File: src/hw/rtl/dgps_pkg.sv
`timescale 1ns / 1ps
// ----------------------------------------------------------------------------
// dgps_pkg
// shared types, event codes and register reset values for the display and
// radio power sequencer
// ----------------------------------------------------------------------------
package dgps_pkg;

  localparam int OP_W   = 4;
  localparam int TS_W   = 32;
  localparam int CFG_IDX_W = 2;

  // event codes
  localparam logic [OP_W-1:0] OP_TICK      = 4'd0;
  localparam logic [OP_W-1:0] OP_BUTTON    = 4'd1;
  localparam logic [OP_W-1:0] OP_DISPLAY   = 4'd2;
  localparam logic [OP_W-1:0] OP_ALERT     = 4'd3;
  localparam logic [OP_W-1:0] OP_SAFE      = 4'd4;
  localparam logic [OP_W-1:0] OP_RADIO_REQ = 4'd5;
  localparam logic [OP_W-1:0] OP_RADIO_REL = 4'd6;
  localparam logic [OP_W-1:0] OP_LOCK      = 4'd7;
  localparam logic [OP_W-1:0] OP_UNLOCK    = 4'd8;
  localparam logic [OP_W-1:0] OP_INIT      = 4'd9;

  // register indexes
  localparam logic [CFG_IDX_W-1:0] REG_DISPLAY_TIMEOUT = 2'd0;
  localparam logic [CFG_IDX_W-1:0] REG_RADIO_WAKE_DLY  = 2'd1;
  localparam logic [CFG_IDX_W-1:0] REG_RADIO_IDLE_TMO  = 2'd2;

  // register reset values
  localparam logic [TS_W-1:0] DISPLAY_TIMEOUT_RST = 32'd30000;
  localparam logic [TS_W-1:0] RADIO_WAKE_DLY_RST  = 32'd15000;
  localparam logic [TS_W-1:0] RADIO_IDLE_TMO_RST  = 32'd5000;

  typedef struct packed {
    logic [TS_W-1:0] disp_tmo_ms;
    logic [TS_W-1:0] radio_wake_delay_ms;
    logic [TS_W-1:0] radio_idle_timeout_ms;
  } cfg_t;

  typedef struct packed {
    logic display_wake_cmd;
    logic display_sleep_cmd;
    logic radio_wake_cmd;
    logic radio_sleep_cmd;
    logic display_on;
    logic radio_on;
    logic radio_ready;
    logic sleep_locked;
  } result_t;

endpackage

File: src/hw/rtl/dgps_cfg_regs.sv
`timescale 1ns / 1ps
// ----------------------------------------------------------------------------
// dgps_cfg_regs
// timeout and delay registers behind the plain write port
// ----------------------------------------------------------------------------
module dgps_cfg_regs
  import dgps_pkg::*;
(
  input  logic                 clk,
  input  logic                 rst_n,
  input  logic                 cfg_wr_en,
  input  logic [CFG_IDX_W-1:0] cfg_index,
  input  logic [TS_W-1:0]      cfg_wdata,
  output cfg_t                 cfg
);

  cfg_t cfg_r;
  cfg_t cfg_nxt;

  always_comb begin
    cfg_nxt = cfg_r;
    if (cfg_wr_en) begin
      unique case (cfg_index)
        REG_DISPLAY_TIMEOUT: cfg_nxt.disp_tmo_ms           = cfg_wdata;
        REG_RADIO_WAKE_DLY:  cfg_nxt.radio_wake_delay_ms   = cfg_wdata;
        REG_RADIO_IDLE_TMO:  cfg_nxt.radio_idle_timeout_ms = cfg_wdata;
        default: ; // unmapped index, write dropped
      endcase
    end
  end

  always_ff @(posedge clk) begin
    if (!rst_n) begin
      cfg_r.disp_tmo_ms           <= DISPLAY_TIMEOUT_RST;
      cfg_r.radio_wake_delay_ms   <= RADIO_WAKE_DLY_RST;
      cfg_r.radio_idle_timeout_ms <= RADIO_IDLE_TMO_RST;
    end else begin
      cfg_r <= cfg_nxt;
    end
  end

  assign cfg = cfg_r;

endmodule

File: src/hw/rtl/dgps_event_core.sv
`timescale 1ns / 1ps
// ----------------------------------------------------------------------------
// dgps_event_core
// sequencer flags and timestamp marks, updated once per item
// ----------------------------------------------------------------------------
module dgps_event_core
  import dgps_pkg::*;
(
  input  logic            clk,
  input  logic            rst_n,
  input  logic            fire,
  input  logic [OP_W-1:0] op,
  input  logic [TS_W-1:0] now_ms,
  input  cfg_t            cfg,
  output result_t         res
);

  logic            lock_r, lock_nxt;
  logic            disp_r, disp_nxt;
  logic            force_r, force_nxt;
  logic            req_r, req_nxt;
  logic            ready_r, ready_nxt;
  logic [TS_W-1:0] disp_mark_r, disp_mark_nxt;
  logic [TS_W-1:0] wake_mark_r, wake_mark_nxt;
  logic [TS_W-1:0] idle_mark_r, idle_mark_nxt;

  logic disp_expired;
  logic wake_elapsed;
  logic idle_expired;
  logic p_dwake, p_dsleep, p_rwake, p_rsleep;

  // wrap-around elapsed time compares
  assign disp_expired = (now_ms - disp_mark_r) >= cfg.disp_tmo_ms;
  assign wake_elapsed = (now_ms - wake_mark_r) >= cfg.radio_wake_delay_ms;
  assign idle_expired = (now_ms - idle_mark_r) >= cfg.radio_idle_timeout_ms;

  always_comb begin
    lock_nxt      = lock_r;
    disp_nxt      = disp_r;
    force_nxt     = force_r;
    req_nxt       = req_r;
    ready_nxt     = ready_r;
    disp_mark_nxt = disp_mark_r;
    wake_mark_nxt = wake_mark_r;
    idle_mark_nxt = idle_mark_r;
    p_dwake       = 1'b0;
    p_dsleep      = 1'b0;
    p_rwake       = 1'b0;
    p_rsleep      = 1'b0;

    unique case (op) inside
      OP_TICK: begin
        if (disp_r && !force_r && disp_expired) begin
          p_dsleep = 1'b1;
          disp_nxt = 1'b0;
        end
        if (req_r && !ready_r && wake_elapsed) begin
          ready_nxt = 1'b1;
        end
        // auto sleep wins over the ready mark of the same tick
        if (req_r && !lock_r && idle_expired) begin
          p_rsleep  = 1'b1;
          req_nxt   = 1'b0;
          ready_nxt = 1'b0;
        end
      end
      OP_BUTTON, OP_DISPLAY: begin
        p_dwake       = 1'b1;
        disp_nxt      = 1'b1;
        disp_mark_nxt = now_ms;
      end
      OP_ALERT, OP_RADIO_REQ: begin
        if (op == OP_ALERT) begin
          lock_nxt      = 1'b1;
          force_nxt     = 1'b1;
          p_dwake       = 1'b1;
          disp_nxt      = 1'b1;
          disp_mark_nxt = now_ms;
        end
        idle_mark_nxt = now_ms;
        if (!req_r) begin
          p_rwake       = 1'b1;
          req_nxt       = 1'b1;
          ready_nxt     = 1'b0;
          wake_mark_nxt = now_ms;
        end
      end
      OP_SAFE: begin
        force_nxt     = 1'b0;
        p_dsleep      = 1'b1;
        disp_nxt      = 1'b0;
        idle_mark_nxt = now_ms - cfg.radio_idle_timeout_ms;
      end
      OP_RADIO_REL: idle_mark_nxt = now_ms;
      OP_LOCK:      lock_nxt = 1'b1;
      OP_UNLOCK:    lock_nxt = 1'b0;
      OP_INIT: begin
        lock_nxt      = 1'b0;
        disp_nxt      = 1'b0;
        force_nxt     = 1'b0;
        req_nxt       = 1'b0;
        ready_nxt     = 1'b0;
        p_dsleep      = 1'b1;
        p_rsleep      = 1'b1;
        disp_mark_nxt = now_ms;
        idle_mark_nxt = now_ms;
      end
      default: ; // unused codes only report status
    endcase
  end

  always_ff @(posedge clk) begin
    if (!rst_n) begin
      lock_r      <= 1'b0;
      disp_r      <= 1'b0;
      force_r     <= 1'b0;
      req_r       <= 1'b0;
      ready_r     <= 1'b0;
      disp_mark_r <= '0;
      wake_mark_r <= '0;
      idle_mark_r <= '0;
    end else if (fire) begin
      lock_r      <= lock_nxt;
      disp_r      <= disp_nxt;
      force_r     <= force_nxt;
      req_r       <= req_nxt;
      ready_r     <= ready_nxt;
      disp_mark_r <= disp_mark_nxt;
      wake_mark_r <= wake_mark_nxt;
      idle_mark_r <= idle_mark_nxt;
    end
  end

  always_comb begin
    res.display_wake_cmd  = p_dwake;
    res.display_sleep_cmd = p_dsleep;
    res.radio_wake_cmd    = p_rwake;
    res.radio_sleep_cmd   = p_rsleep;
    res.display_on        = disp_nxt;
    res.radio_on          = req_nxt;
    res.radio_ready       = ready_nxt;
    res.sleep_locked      = lock_nxt;
  end

endmodule

File: src/hw/rtl/display_gsm_power_sequencer_core.sv
`timescale 1ns / 1ps
// ----------------------------------------------------------------------------
// display_gsm_power_sequencer_core
// power sequencer for a display and a radio modem, one event item in and
// one status item out
// ----------------------------------------------------------------------------
// The block takes one event item per clock cycle while in_stall is low and
// returns exactly one result item for each, in order. An item waits in the
// input register and is then evaluated in a single pass against the flags,
// the timestamp marks and the timeout registers; the command pulses and the
// new status land in the result register, so the sustained rate is one item
// per cycle while out_stall is low, set by the single registered update of
// the sequencer state. While the result register is held by out_stall the
// input register can still take one more item, after which in_stall rises.
// Elapsed times are taken modulo 2^32, so the millisecond counter may wrap
// freely. Timeout registers are written through the cfg port; the user must
// do so while no item is in flight (not enforced); unmapped indexes are ignored.
// ----------------------------------------------------------------------------
module display_gsm_power_sequencer_core
  import dgps_pkg::*;
(
  input  logic                 clk,
  input  logic                 rst_n,
  // configuration write port
  input  logic                 cfg_wr_en,
  input  logic [CFG_IDX_W-1:0] cfg_index,
  input  logic [TS_W-1:0]      cfg_wdata,
  // event items
  input  logic                 in_valid,
  output logic                 in_stall,
  input  logic [OP_W-1:0]      in_op,
  input  logic [TS_W-1:0]      in_now_ms,
  // result items
  output logic                 out_valid,
  input  logic                 out_stall,
  output logic                 out_display_wake_cmd,
  output logic                 out_display_sleep_cmd,
  output logic                 out_radio_wake_cmd,
  output logic                 out_radio_sleep_cmd,
  output logic                 out_display_on,
  output logic                 out_radio_on,
  output logic                 out_radio_ready,
  output logic                 out_sleep_locked
);

  cfg_t    cfg;
  result_t res;

  // input register
  logic            s1_valid_r, s1_valid_nxt;
  logic [OP_W-1:0] s1_op_r;
  logic [TS_W-1:0] s1_now_r;

  // result register
  logic    out_valid_r, out_valid_nxt;
  result_t out_res_r;

  logic in_take;
  logic advance;
  logic fire;

  // result register free, or being emptied this cycle
  assign advance  = !out_valid_r || !out_stall;
  assign fire     = s1_valid_r && advance;
  // input register blocked only when full and unable to move on
  assign in_stall = s1_valid_r && !advance;
  assign in_take  = in_valid && !in_stall;

  always_comb begin
    s1_valid_nxt = s1_valid_r;
    if (in_take) begin
      s1_valid_nxt = 1'b1;
    end else if (advance) begin
      s1_valid_nxt = 1'b0;
    end
    out_valid_nxt = advance ? s1_valid_r : out_valid_r;
  end

  always_ff @(posedge clk) begin
    if (!rst_n) begin
      s1_valid_r  <= 1'b0;
      out_valid_r <= 1'b0;
    end else begin
      s1_valid_r  <= s1_valid_nxt;
      out_valid_r <= out_valid_nxt;
    end
  end

  // payload registers, no reset
  always_ff @(posedge clk) begin
    if (in_take) begin
      s1_op_r  <= in_op;
      s1_now_r <= in_now_ms;
    end
    if (fire) begin
      out_res_r <= res;
    end
  end

  dgps_cfg_regs u_cfg (
    .clk       (clk),
    .rst_n     (rst_n),
    .cfg_wr_en (cfg_wr_en),
    .cfg_index (cfg_index),
    .cfg_wdata (cfg_wdata),
    .cfg       (cfg)
  );

  // state is committed only as the item moves into the result register
  dgps_event_core u_core (
    .clk    (clk),
    .rst_n  (rst_n),
    .fire   (fire),
    .op     (s1_op_r),
    .now_ms (s1_now_r),
    .cfg    (cfg),
    .res    (res)
  );

  assign out_valid             = out_valid_r;
  assign out_display_wake_cmd  = out_res_r.display_wake_cmd;
  assign out_display_sleep_cmd = out_res_r.display_sleep_cmd;
  assign out_radio_wake_cmd    = out_res_r.radio_wake_cmd;
  assign out_radio_sleep_cmd   = out_res_r.radio_sleep_cmd;
  assign out_display_on        = out_res_r.display_on;
  assign out_radio_on          = out_res_r.radio_on;
  assign out_radio_ready       = out_res_r.radio_ready;
  assign out_sleep_locked      = out_res_r.sleep_locked;

`ifndef ASSERT_OFF
  // input side only backs up when both registers are occupied
  a_stall_full: assert property (@(posedge clk) disable iff (!rst_n)
    in_stall |-> (s1_valid_r && out_valid_r && out_stall))
    else $error("in_stall raised with a free register");

  // an item held in the input register reaches the output once it frees up
  a_no_loss: assert property (@(posedge clk) disable iff (!rst_n)
    (s1_valid_r && advance) |=> out_valid_r)
    else $error("item dropped between input and result register");

  // ready is only ever reported for a requested radio
  a_ready_on: assert property (@(posedge clk) disable iff (!rst_n)
    out_valid_r |-> (!out_res_r.radio_ready || out_res_r.radio_on))
    else $error("radio ready without radio on");

  // a display wake pulse always leaves the display on and never pairs with sleep
  a_dwake: assert property (@(posedge clk) disable iff (!rst_n)
    (out_valid_r && out_res_r.display_wake_cmd) |->
      (out_res_r.display_on && !out_res_r.display_sleep_cmd))
    else $error("display wake pulse inconsistent with status");
`endif

endmodule
File: config.mk
export PLATFORM = sky130hd
export DESIGN_NAME = display_gsm_power_sequencer_core
export DESIGN_NICKNAME = d
export VERILOG_FILES = /design/src/hw/rtl/dgps_pkg.sv /design/src/hw/rtl/dgps_cfg_regs.sv /design/src/hw/rtl/dgps_event_core.sv /design/src/hw/rtl/display_gsm_power_sequencer_core.sv
export SDC_FILE = /design/constraint.sdc
export NUM_CORES = 1
export LEC_CHECK = 0
export BUFFER_PORTS_ARGS = -buffer_cell sky130_fd_sc_hd__buf_4
export CAP_MARGIN = 0
export CORE_UTILIZATION = 30
export CTS_CLUSTER_SIZE = 12
export DETAILED_ROUTE_END_ITERATION = 8
export GPL_TIMING_DRIVEN = 0
export PLACE_DENSITY = 0.51
export SETUP_SLACK_MARGIN = 0.1
export SLEW_MARGIN = 25
export SYNTH_ARGS = -nofsm -noshare
export SYNTH_HDL_FRONTEND = slang
export SYNTH_SLANG_ARGS = --single-unit
File: constraint.sdc
create_clock -name clk -period 11.8 [get_ports clk]
set_input_delay 1.77 -clock clk [delete_from_list [all_inputs] [get_ports clk]]
set_output_delay 1.77 -clock clk [all_outputs]
set_load 0.05 [all_outputs]
# Yosys cells after proc, flatten, opt, wreduce, memory -nomap -nowiden
# Index checks and enable logic that the tools add are counted.
[totals]
ff_bits = 243
inputBits = 75
elab_cells = 104
[op_classes]
n_addsub = 4
magnitude_cmp = 3
eq_ne = 12
mux = 25
n_bitwise = 1
n_reduce_logical = 36
[op_table]
columns = ["cell", "count"]
rows = [
  ["one-hot mux 32 bit (2 select lines)", 2],
  ["subtractor 32 bit", 4],
  [">= comparator 32 bit", 3],
  ["two-way mux 32 bit", 1],
  ["equality test 4 x 3 -> 1 bit, second input constant", 4],
  ["two-way mux 1 bit", 14],
  ["logical AND 1 bit", 9],
  ["one-hot mux 1 bit (3 select lines)", 3],
  ["AND reduction 3 bit", 3],
  ["equality test 4 x 2 -> 1 bit, second input constant", 2],
  ["equality test 4 bit, second input constant", 2],
  ["one-hot mux 1 bit (2 select lines)", 4],
  ["AND reduction 2 bit", 4],
  ["nonzero test 2 bit", 4],
  ["OR reduction 2 bit", 4],
  ["logical NOT 1 bit", 7],
  ["equality test 4 x 1 -> 1 bit, second input constant", 1],
  ["logical NOT 4 bit", 1],
  ["one-hot mux 1 bit (4 select lines)", 1],
  ["OR reduction 4 bit", 1],
  ["OR reduction 3 bit", 1],
  ["equality test 2 x 1 -> 1 bit, second input constant", 1],
  ["equality test 2 bit, second input constant", 1],
  ["logical NOT 2 bit", 1],
  ["3 further kinds", 3],
]

# Longest topological paths before layout
# Gate-level depths: netlist (run 1).
[logic_depth]
depth_word = 7
ltp_mapped = 23

# By module
# Synthesis (run 1) repeated with hierarchy kept, for this count alone.
[hier_totals]
cells_unflattened = 2112
hier_area_um2 = 17601.9
[by_module_without_submodules]
columns = ["module", "instances", "cells_each", "area_each_um2", "seq_area_each_um2"]
rows = [
  ["dgps_event_core", 1, 1700, 12507.0, 2021.9],
  ["dgps_cfg_regs", 1, 360, 3689.8, 1921.8],
  ["display_gsm_power_sequencer_core", 1, 52, 1405.1, 1361.3],
]

# Least setup slack after synthesis (run 1)
# No wires, ideal clock.
[synth_path]
path_kind = "flip-flop to flip-flop"
startpoint = "register s1_now_r[0]"
endpoint = "register u_core.disp_r"
setup_time_ps = 120
arrival_time_ps = 4352
t_required_ps = 11680
path_slack_ps = 7328
path_stages_with_launch = 22
cell_sequence = "edfxtp_1 inv_1 ha_1 inv_1 fa_1 a21o_1 a221oi_2 a2bb2oi_1 or3_1 a21oi_1 o31ai_1 o21ai_0 a21oi_1 xnor2_1 ha_1 nand4_1 or2_2 nor2_1 a21oi_1 o32ai_1 nor2_1 o31a_1"
[synth_between]
elab_chain_len = 5
[synth_rtl]
columns = ["item", "line", "rtl"]
rows = [
  ["from (decl)", "display_gsm_power_sequencer_core.sv:52", "logic [TS_W-1:0] s1_now_r;"],
  ["from (signal assigned)", "display_gsm_power_sequencer_core.sv:93", "s1_now_r <= in_now_ms;"],
  ["subtractor 32 bit", "dgps_event_core.sv:33", "assign disp_expired = (now_ms - disp_mark_r) >= cfg.disp_tmo_ms;"],
  [">= comparator 32 bit", "dgps_event_core.sv:33", ""],
  ["logical AND 1 bit", "dgps_event_core.sv:53", "if (disp_r && !force_r && disp_expired) begin"],
  ["two-way mux 1 bit", "dgps_event_core.sv:53", ""],
  ["one-hot mux 1 bit (4 select lines)", "dgps_event_core.sv:51", "unique case (op) inside"],
  ["to (signal assigned)", "dgps_event_core.sv:124", "disp_r <= disp_nxt;"],
  ["to (decl)", "dgps_event_core.sv:19", "logic disp_r, disp_nxt;"],
]
# Every way passes these cells.
# A chain may end at the register's enable or synchronous reset.

# Final worst setup path (run 1)
# Same ends and word-level chain as after synthesis.

==> results of run 1 <==
[power breakdown]
part | total, mW | internal (mW) | leakage [nW] | switching (mW)
Sequential | 0.912 | 0.877 | 2.04 | 0.0351
Clock | 1.01 | 0.598 | 0.534 | 0.415
Combinational | 0.605 | 0.255 | 5.29 | 0.349
[cell usage in the layout, fill, tap and decap left out, types with 22 or more instances in the layout]
master,n
o211ai_1,27
o21ai_0,71
xnor2_1,75
nand2_1,402
a21oi_1,152
nand3_1,29
xor2_1,36
clkbuf_16,35
clkbuf_1,84
o21a_1,22
nor2_1,81
buf_4,85
a21boi_0,162
dfxtp_1,199
edfxtp_1,44
ha_1,220
nand2b_1,26
inv_1,224
nor3_1,27
a21o_1,91
o221ai_1,24
[flip-flops by register name, indices dropped and copies added, names as in the netlist]
signal and cells:
u_core.disp_r 1, out_sleep_locked 1, u_cfg.cfg 96, out_display_wake_cmd 1, u_core.lock_r 1, u_core.idle_mark_r 32
out_radio_on 1, s1_valid_r 1, u_core.ready_r 1, out_display_on 1, out_valid 1, s1_now_r 32
u_core.wake_mark_r 32, u_core.force_r 1, out_display_sleep_cmd 1, s1_op_r 4, u_core.disp_mark_r 32, out_radio_sleep_cmd 1
u_core.req_r 1, out_radio_ready 1, out_radio_wake_cmd 1
[metal layers]
layer / up-vias / global-route usage (%) / routed length (µm)
li1: 8085 / - / -
met1: 7224 / 23.09 / 25900
met2: 301 / 32.61 / 27000
met3: 101 / 2.745 / 2139
met4: 0 / 6.790 / 1867
met5: - / 0 / 0
[how the worst min path moves through the flow]
| stage | from | end | slack [ns] |
|---|---|---|---|
| finish | u_core.wake_mark_r[21] | u_core.wake_mark_r[21] | 0.46 |
| global route | u_core.wake_mark_r[9] | u_core.wake_mark_r[9] | 0.48 |
| CTS | u_core.wake_mark_r[28] | u_core.wake_mark_r[28] | 0.46 |
| detailed placement | u_core.wake_mark_r[28] | u_core.wake_mark_r[28] | 0.45 |
| global placement | u_core.wake_mark_r[28] | u_core.wake_mark_r[28] | 0.45 |
| floorplan | u_core.idle_mark_r[12] | u_core.idle_mark_r[12] | 0.44 |
[Yosys cell counts (6+ instances only)]
cell type / count / area (µm²)
o21ai_1: 12 / 60.06
a21boi_1: 6 / 45.04
o31ai_1: 10 / 75.07
nand2_1: 402 / 1509
a31oi_1: 16 / 100.1
ha_1: 220 / 2753
a21boi_0: 162 / 1216
a21o_1: 91 / 683.2
a211oi_1: 13 / 97.59
dfxtp_1: 199 / 3984
o21a_1: 22 / 165.2
nor2_1: 81 / 304.0
and3_1: 15 / 93.84
nand3_1: 29 / 145.1
o21bai_1: 12 / 90.09
mux2i_1: 6 / 60.06
a41oi_1: 6 / 52.55
and2_1: 11 / 68.82
a21oi_1: 152 / 760.7
or3_1: 6 / 37.54
xor2_1: 36 / 315.3
nor2b_1: 16 / 100.1
xnor2_1: 75 / 656.9
o21ai_0: 71 / 355.3
nand2b_1: 26 / 162.7
o221ai_1: 24 / 210.2
nand4_1: 15 / 93.84
nor3_1: 27 / 135.1
edfxtp_1: 44 / 1321
clkbuf_1: 78 / 292.8
o211ai_1: 27 / 202.7
inv_1: 224 / 840.8
[layout make-up]
type,instances,area share (%)
clock inverters,17,0.7140
repair buffers,86,3.183
flip-flops and latches,243,25.65
clock buffers,45,4.611
multi-input cells,1689,55.59
plain buffers,82,1.488
inverters,225,4.084
well taps,773,4.677
[critical path: cells and delay by family, from the launching register on]
family,cells,cell delay [ns]
buffers and inverters,2,0.33
flip-flops,1,0.50
AO/OA/AOI/OAI,10,3.00
AND/OR/NAND/NOR,5,0.91
XOR/XNOR,1,0.09
adder cells (fa/ha/maj),3,0.95
[through the flow]
stage	utilization (%)	cells	setup slack [ns]
floorplan	-	2239	7.328
global placement	33.11	3096	6.064
detailed placement	33.17	3098	5.948
CTS	35.04	3160	5.935
global route	35.04	3160	5.700
finish	35.04	3160	5.895
[logic make-up (layout without fill, tap and decap cells)]
kind of cell / after synthesis / after routing / share of synthesized area [%]
AO/OA/AOI/OAI: 688 / 688 / 26.36
XOR/XNOR: 111 / 111 / 5.418
adder cells (fa/ha/maj): 224 / 224 / 15.79
buffers and inverters: 307 / 455 / 6.422
flip-flops: 243 / 243 / 29.56
multiplexers: 6 / 6 / 0.3347
AND/OR/NAND/NOR: 660 / 660 / 16.11
==> impl_metrics.toml, run 1 <==
[power_and_ir_drop]
p_leak_nw = 7.865
power.total_mw = 2.530
peakVddDrop_mv = 0.07633
powerDensity_nw_per_um2 = 122.3

[setup_path]
crit_arrival_ns = 6.33
crit_path_start = "s1_now_r[0]"
worst-r2r-cell-count = 21
rrSetupSlack_ns = 5.89
r2r-end = "u_core.disp_r"
worstPathRequired_ns = 12.23
worstSetupPathType = "flop to flop"
setup.worst_path.end_class = "flop"
worstSetupEndpoint = "u_core.disp_r"
crit_fanout = 4
crit_path_frequent_cell = "a21oi_1"
start_kind = "flop"
path_cells = "inv_1, ha_1, inv_1, fa_1, a21o_1, a221oi_2, a2bb2oi_1, or3_1, a21oi_1, o31ai_1, o21ai_0, a21oi_1, xnor2_1, ha_1, nand4_1, or2_2, nor2_1, a21oi_1, o32ai_1, nor2_1, o31a_1"
cpPeakStageDelay_ns = 0.65
worst_r2r_startpoint = "s1_now_r[0]"
slowest_stage = "o32ai_1"

[sta]
hold_violations = 0
hold_slack_ns = 0.4588
finalMaxSlewViolations = 0
tns_ns = 0
maxSlewHeadroom_pct = 38.78
worst_pin_slew_ns = 0.9182
clock_skew_ns = 0.02415
finalCritPeriodShare_pct = 50.04
rsz0062_at_grt = "no"
setup_violations = 0
min_period_ns = 5.905
fmax_mhz = 169.3

[clock_network]
post_cts_buffers = 0
clk_latency_ns = 0.55
cts_root_buffer = "clkbuf_16"
clockBufferDepth = 3
numClockSinks = 243
cts_resized = 0
htree_num_levels = 2
cts_tree = "done"
clk_pin_slew_ns = 0.06
cts_hold_buf = 0
cts_buffers = 34

[synth]
synth_nets = 2538
seq_area_frac_synth_pct = 29.56
syn_avg_cell_area_um2 = 8.015
synth_edf_count = 44
postSynth.asyncResetShare_pct = 0
netlist_instances = 2239
ys.flop_type = "dfxtp_1"
syn_area_um2 = 17940
synth_cell_types = 76
synth-warning-count = 0
synth-seq-cells = 243

[job]
drv_cap = 0

[cells_and_area]
fillers = 6166
nets = 2660
design_area_um2 = 20680
regArea_um2 = 5305
multi_input_area_um2 = 11490
drive_gt1_share_pct = 6.787
area_growth_pct = 15.24
diodes = 0

[status]
status = "completed"

[detailed_routing]
finalWirelength_um = 56910
num_vias = 15710
drtIter0Drc = 822
ant_nets = 0
viasPerCell = 4.972
drc = 0
wl_per_cell_um = 18.01
drt_pass1_iterations = 5

[floorplanning]
ios = 85
die_x_um = 246.6
num_rows = 89
die_h_um = 246.6
dieArea_um2 = 60800
core_um2 = 59020
start_util_pct = 30.40

[global_routing]
gr-total-overflow = 0
grt_max_degree = 23
grt_first_pass_wirelength_um = 86730
grt_antenna_before_repair = 0
grt_pass1_vias = 15590
grtUsageTotal_pct = 18.68

[place]
dpl_cell_area_um2 = 19580
dpl.hpwl_um = 46860
port_buffers = 84
finalWeightedCongestion = 0.8913

[hold_path]
hold_path.class = "flop to flop"
holdPathStages = 2
Power figures use the tool's default switching activity.
==> run 2, diff against run 1 <==
Settings changed: ABC_AREA set to 1, PLACE_DENSITY 0.51 to 0.52.
Clock period 11.8 ns to 5.4 ns, I/O delays scaled along.
==> impl_metrics.toml, run 2 <==
[status]
status = "complete, but fails checks"
violations = "DRC"

[floorplanning]
core_um2 = 59130
num_rows = 89
die_x_um = 247.0
start_util_pct = 30.45
dieArea_um2 = 61000
die_h_um = 247.0
ios = 85

[setup_path]
crit_arrival_ns = 4.96
worstSetupPathType = "flop to flop"
r2r-end = "out_display_on"
rrSetupSlack_ns = 0.77
crit_path_start = "s1_now_r[0]"
setup.worst_path.end_class = "flop"
crit_fanout = 6
worst_r2r_startpoint = "s1_now_r[0]"
start_kind = "flop"
worst-r2r-cell-count = 24
worstPathRequired_ns = 5.73

[cells_and_area]
final_cells = 3441
layout_commonest_cell = "nand2_1"
drive_gt1_share_pct = 7.537
nets = 2941
fillers = 6246
final_util_pct = 35.10
area_growth_pct = 15.28
final_cell_mix = "440 x nand2_1, 353 x a21oi_1, 350 x inv_1"
largest_reg_flops = 96

[sta]
finalMaxSlewViolations = 0
rsz0062_at_grt = "no"
hold_slack_ns = 0.3759
finalCritPeriodShare_pct = 85.76
hold_violations = 0
maxSlewHeadroom_pct = 41.32
worst_pin_slew_ns = 0.8803
tns_ns = 0
setup_violations = 0
fmax_mhz = 215.9
min_period_ns = 4.631
clock_skew_ns = 0.02203

[power_and_ir_drop]
power.total_mw = 5.883
peakVddDrop_mv = 0.2919
p_leak_nw = 8.848
powerDensity_nw_per_um2 = 283.4

[clock_network]
htree_num_levels = 1
cts_resized = 0
clockBufferDepth = 3
cts_buffers = 31
clk_latency_ns = 0.61
cts_hold_buf = 0
clk_pin_slew_ns = 0.07
post_cts_buffers = 0
numClockSinks = 243
cts_root_buffer = "clkbuf_16"
cts_tree = "done"

[synth]
synth_cell_types = 52
syn_avg_cell_area_um2 = 7.133
yosysTopAreaCellShare_pct = 22.13
synth.area.top_cells = "dfxtp_1 22%, ha_1 15%, a21oi_1 9.8%"
yosysMostFrequentCell = "nand2_1"
netlist_instances = 2524
synth_nets = 2823
synth_edf_count = 44
synth-warning-count = 0
synth-seq-cells = 243
syn_area_um2 = 18000
synth_top_cell_by_area = "dfxtp_1"
postSynth.asyncResetShare_pct = 0
seq_area_frac_synth_pct = 29.46
ys.flop_type = "dfxtp_1"
synthTopCellsByCount = "440 x nand2_1, 353 x a21oi_1, 351 x inv_1"

[detailed_routing]
viasPerCell = 4.976
wl_per_cell_um = 17.76
drt_pass1_iterations = 9
finalWirelength_um = 61120
ant_nets = 0
drtIter0Drc = 974
num_vias = 17120
drc = 12

[global_routing]
grt_antenna_before_repair = 2
grtUsageTotal_pct = 19.96
gr-total-overflow = 0
grt_pass1_vias = 16990
grt_first_pass_wirelength_um = 92790
grt_max_degree = 29

[hold_path]
hold_path.class = "input port to flop"
holdPathStages = 1
min_to = "s1_now_r[19]"
hp-start = "in_now_ms[19]"

[place]
finalWeightedCongestion = 0.9040
port_buffers = 84
dpl.hpwl_um = 51550
dp_cells = 3382

[job]
drv_cap = 0
## run 2: how the worst max path moves through the flow
stage	to	slack [ns]
global route	u_core.disp_r	0.41
detailed placement	out_display_on	0.71
CTS	out_display_on	0.70
finish	out_display_on	0.77
global placement	out_display_on	0.76
floorplan	out_display_on	2.01
## run 2: metal layers
metal | global-route usage [%] | share of wire [%]
met5 | 0 | 0
met4 | 5.192 | 2.7
met3 | 2.019 | 3.5
met2 | 35.73 | 48
met1 | 25.29 | 46
## run 2: metrics by stage
step	area, µm²	worst slack (ns)
6_report	20760	0.7691
5_1_grt	20750	0.4134
4_1_cts	20750	0.6960
3_5_place_dp	19620	0.7130
3_3_place_gp	19600	0.7569
2_1_floorplan	18000	2.013
## run 2: critical path, cell delays in order, from the launching register on
cell and delay, ns:
edfxtp_1 0.39, inv_1 0.28, ha_1 0.20, inv_1 0.07, fa_1 0.44, nand3_1 0.10
nand2_1 0.12, a21boi_2 0.27, o21ai_2 0.12, a21oi_1 0.31, o21bai_2 0.15, nand2_1 0.12
nand2_1 0.06, nand2_1 0.06, nand2_1 0.05, ha_1 0.27, nand2_1 0.07, nor2_1 0.16
nand2_1 0.13, nor2_1 0.21, nand4_1 0.20, nand3_1 0.28, nand2_1 0.12, nand2_1 0.08
nand4_1 0.09
## run 2: cell families (layout without fill, tap and decap cells)
group	Yosys count	in the layout	synth area share [%]
xor gates and xnor gates	100	100	4.864
and+or+nand+nor	795	795	18.20
adders and majority gates	224	224	15.73
DFF	243	243	29.46
AOI/OAI and AO/OA	737	737	22.61
other	0	1	0
buffers and inverters	425	568	9.131
## run 2: power breakdown
group | internal [mW] | total (mW) | switching, mW
registers | 1.93 | 2.01 | 0.0756
clock network | 1.38 | 2.27 | 0.892
logic | 0.589 | 1.60 | 1.01
## run 2: cell type report
cell class	instances	area, µm²	area share (%)
multi-input cells	1856	11060	53.26
clock inverters	14	173.9	0.8379
plain buffers	63	285.3	1.374
inverters	362	1359	6.546
repair buffers	85	650.6	3.135
clock buffers	44	957.2	4.611
diodes	1	2.502	0.01206
well taps	773	967.2	4.660
flip-flops and latches	243	5305	25.56
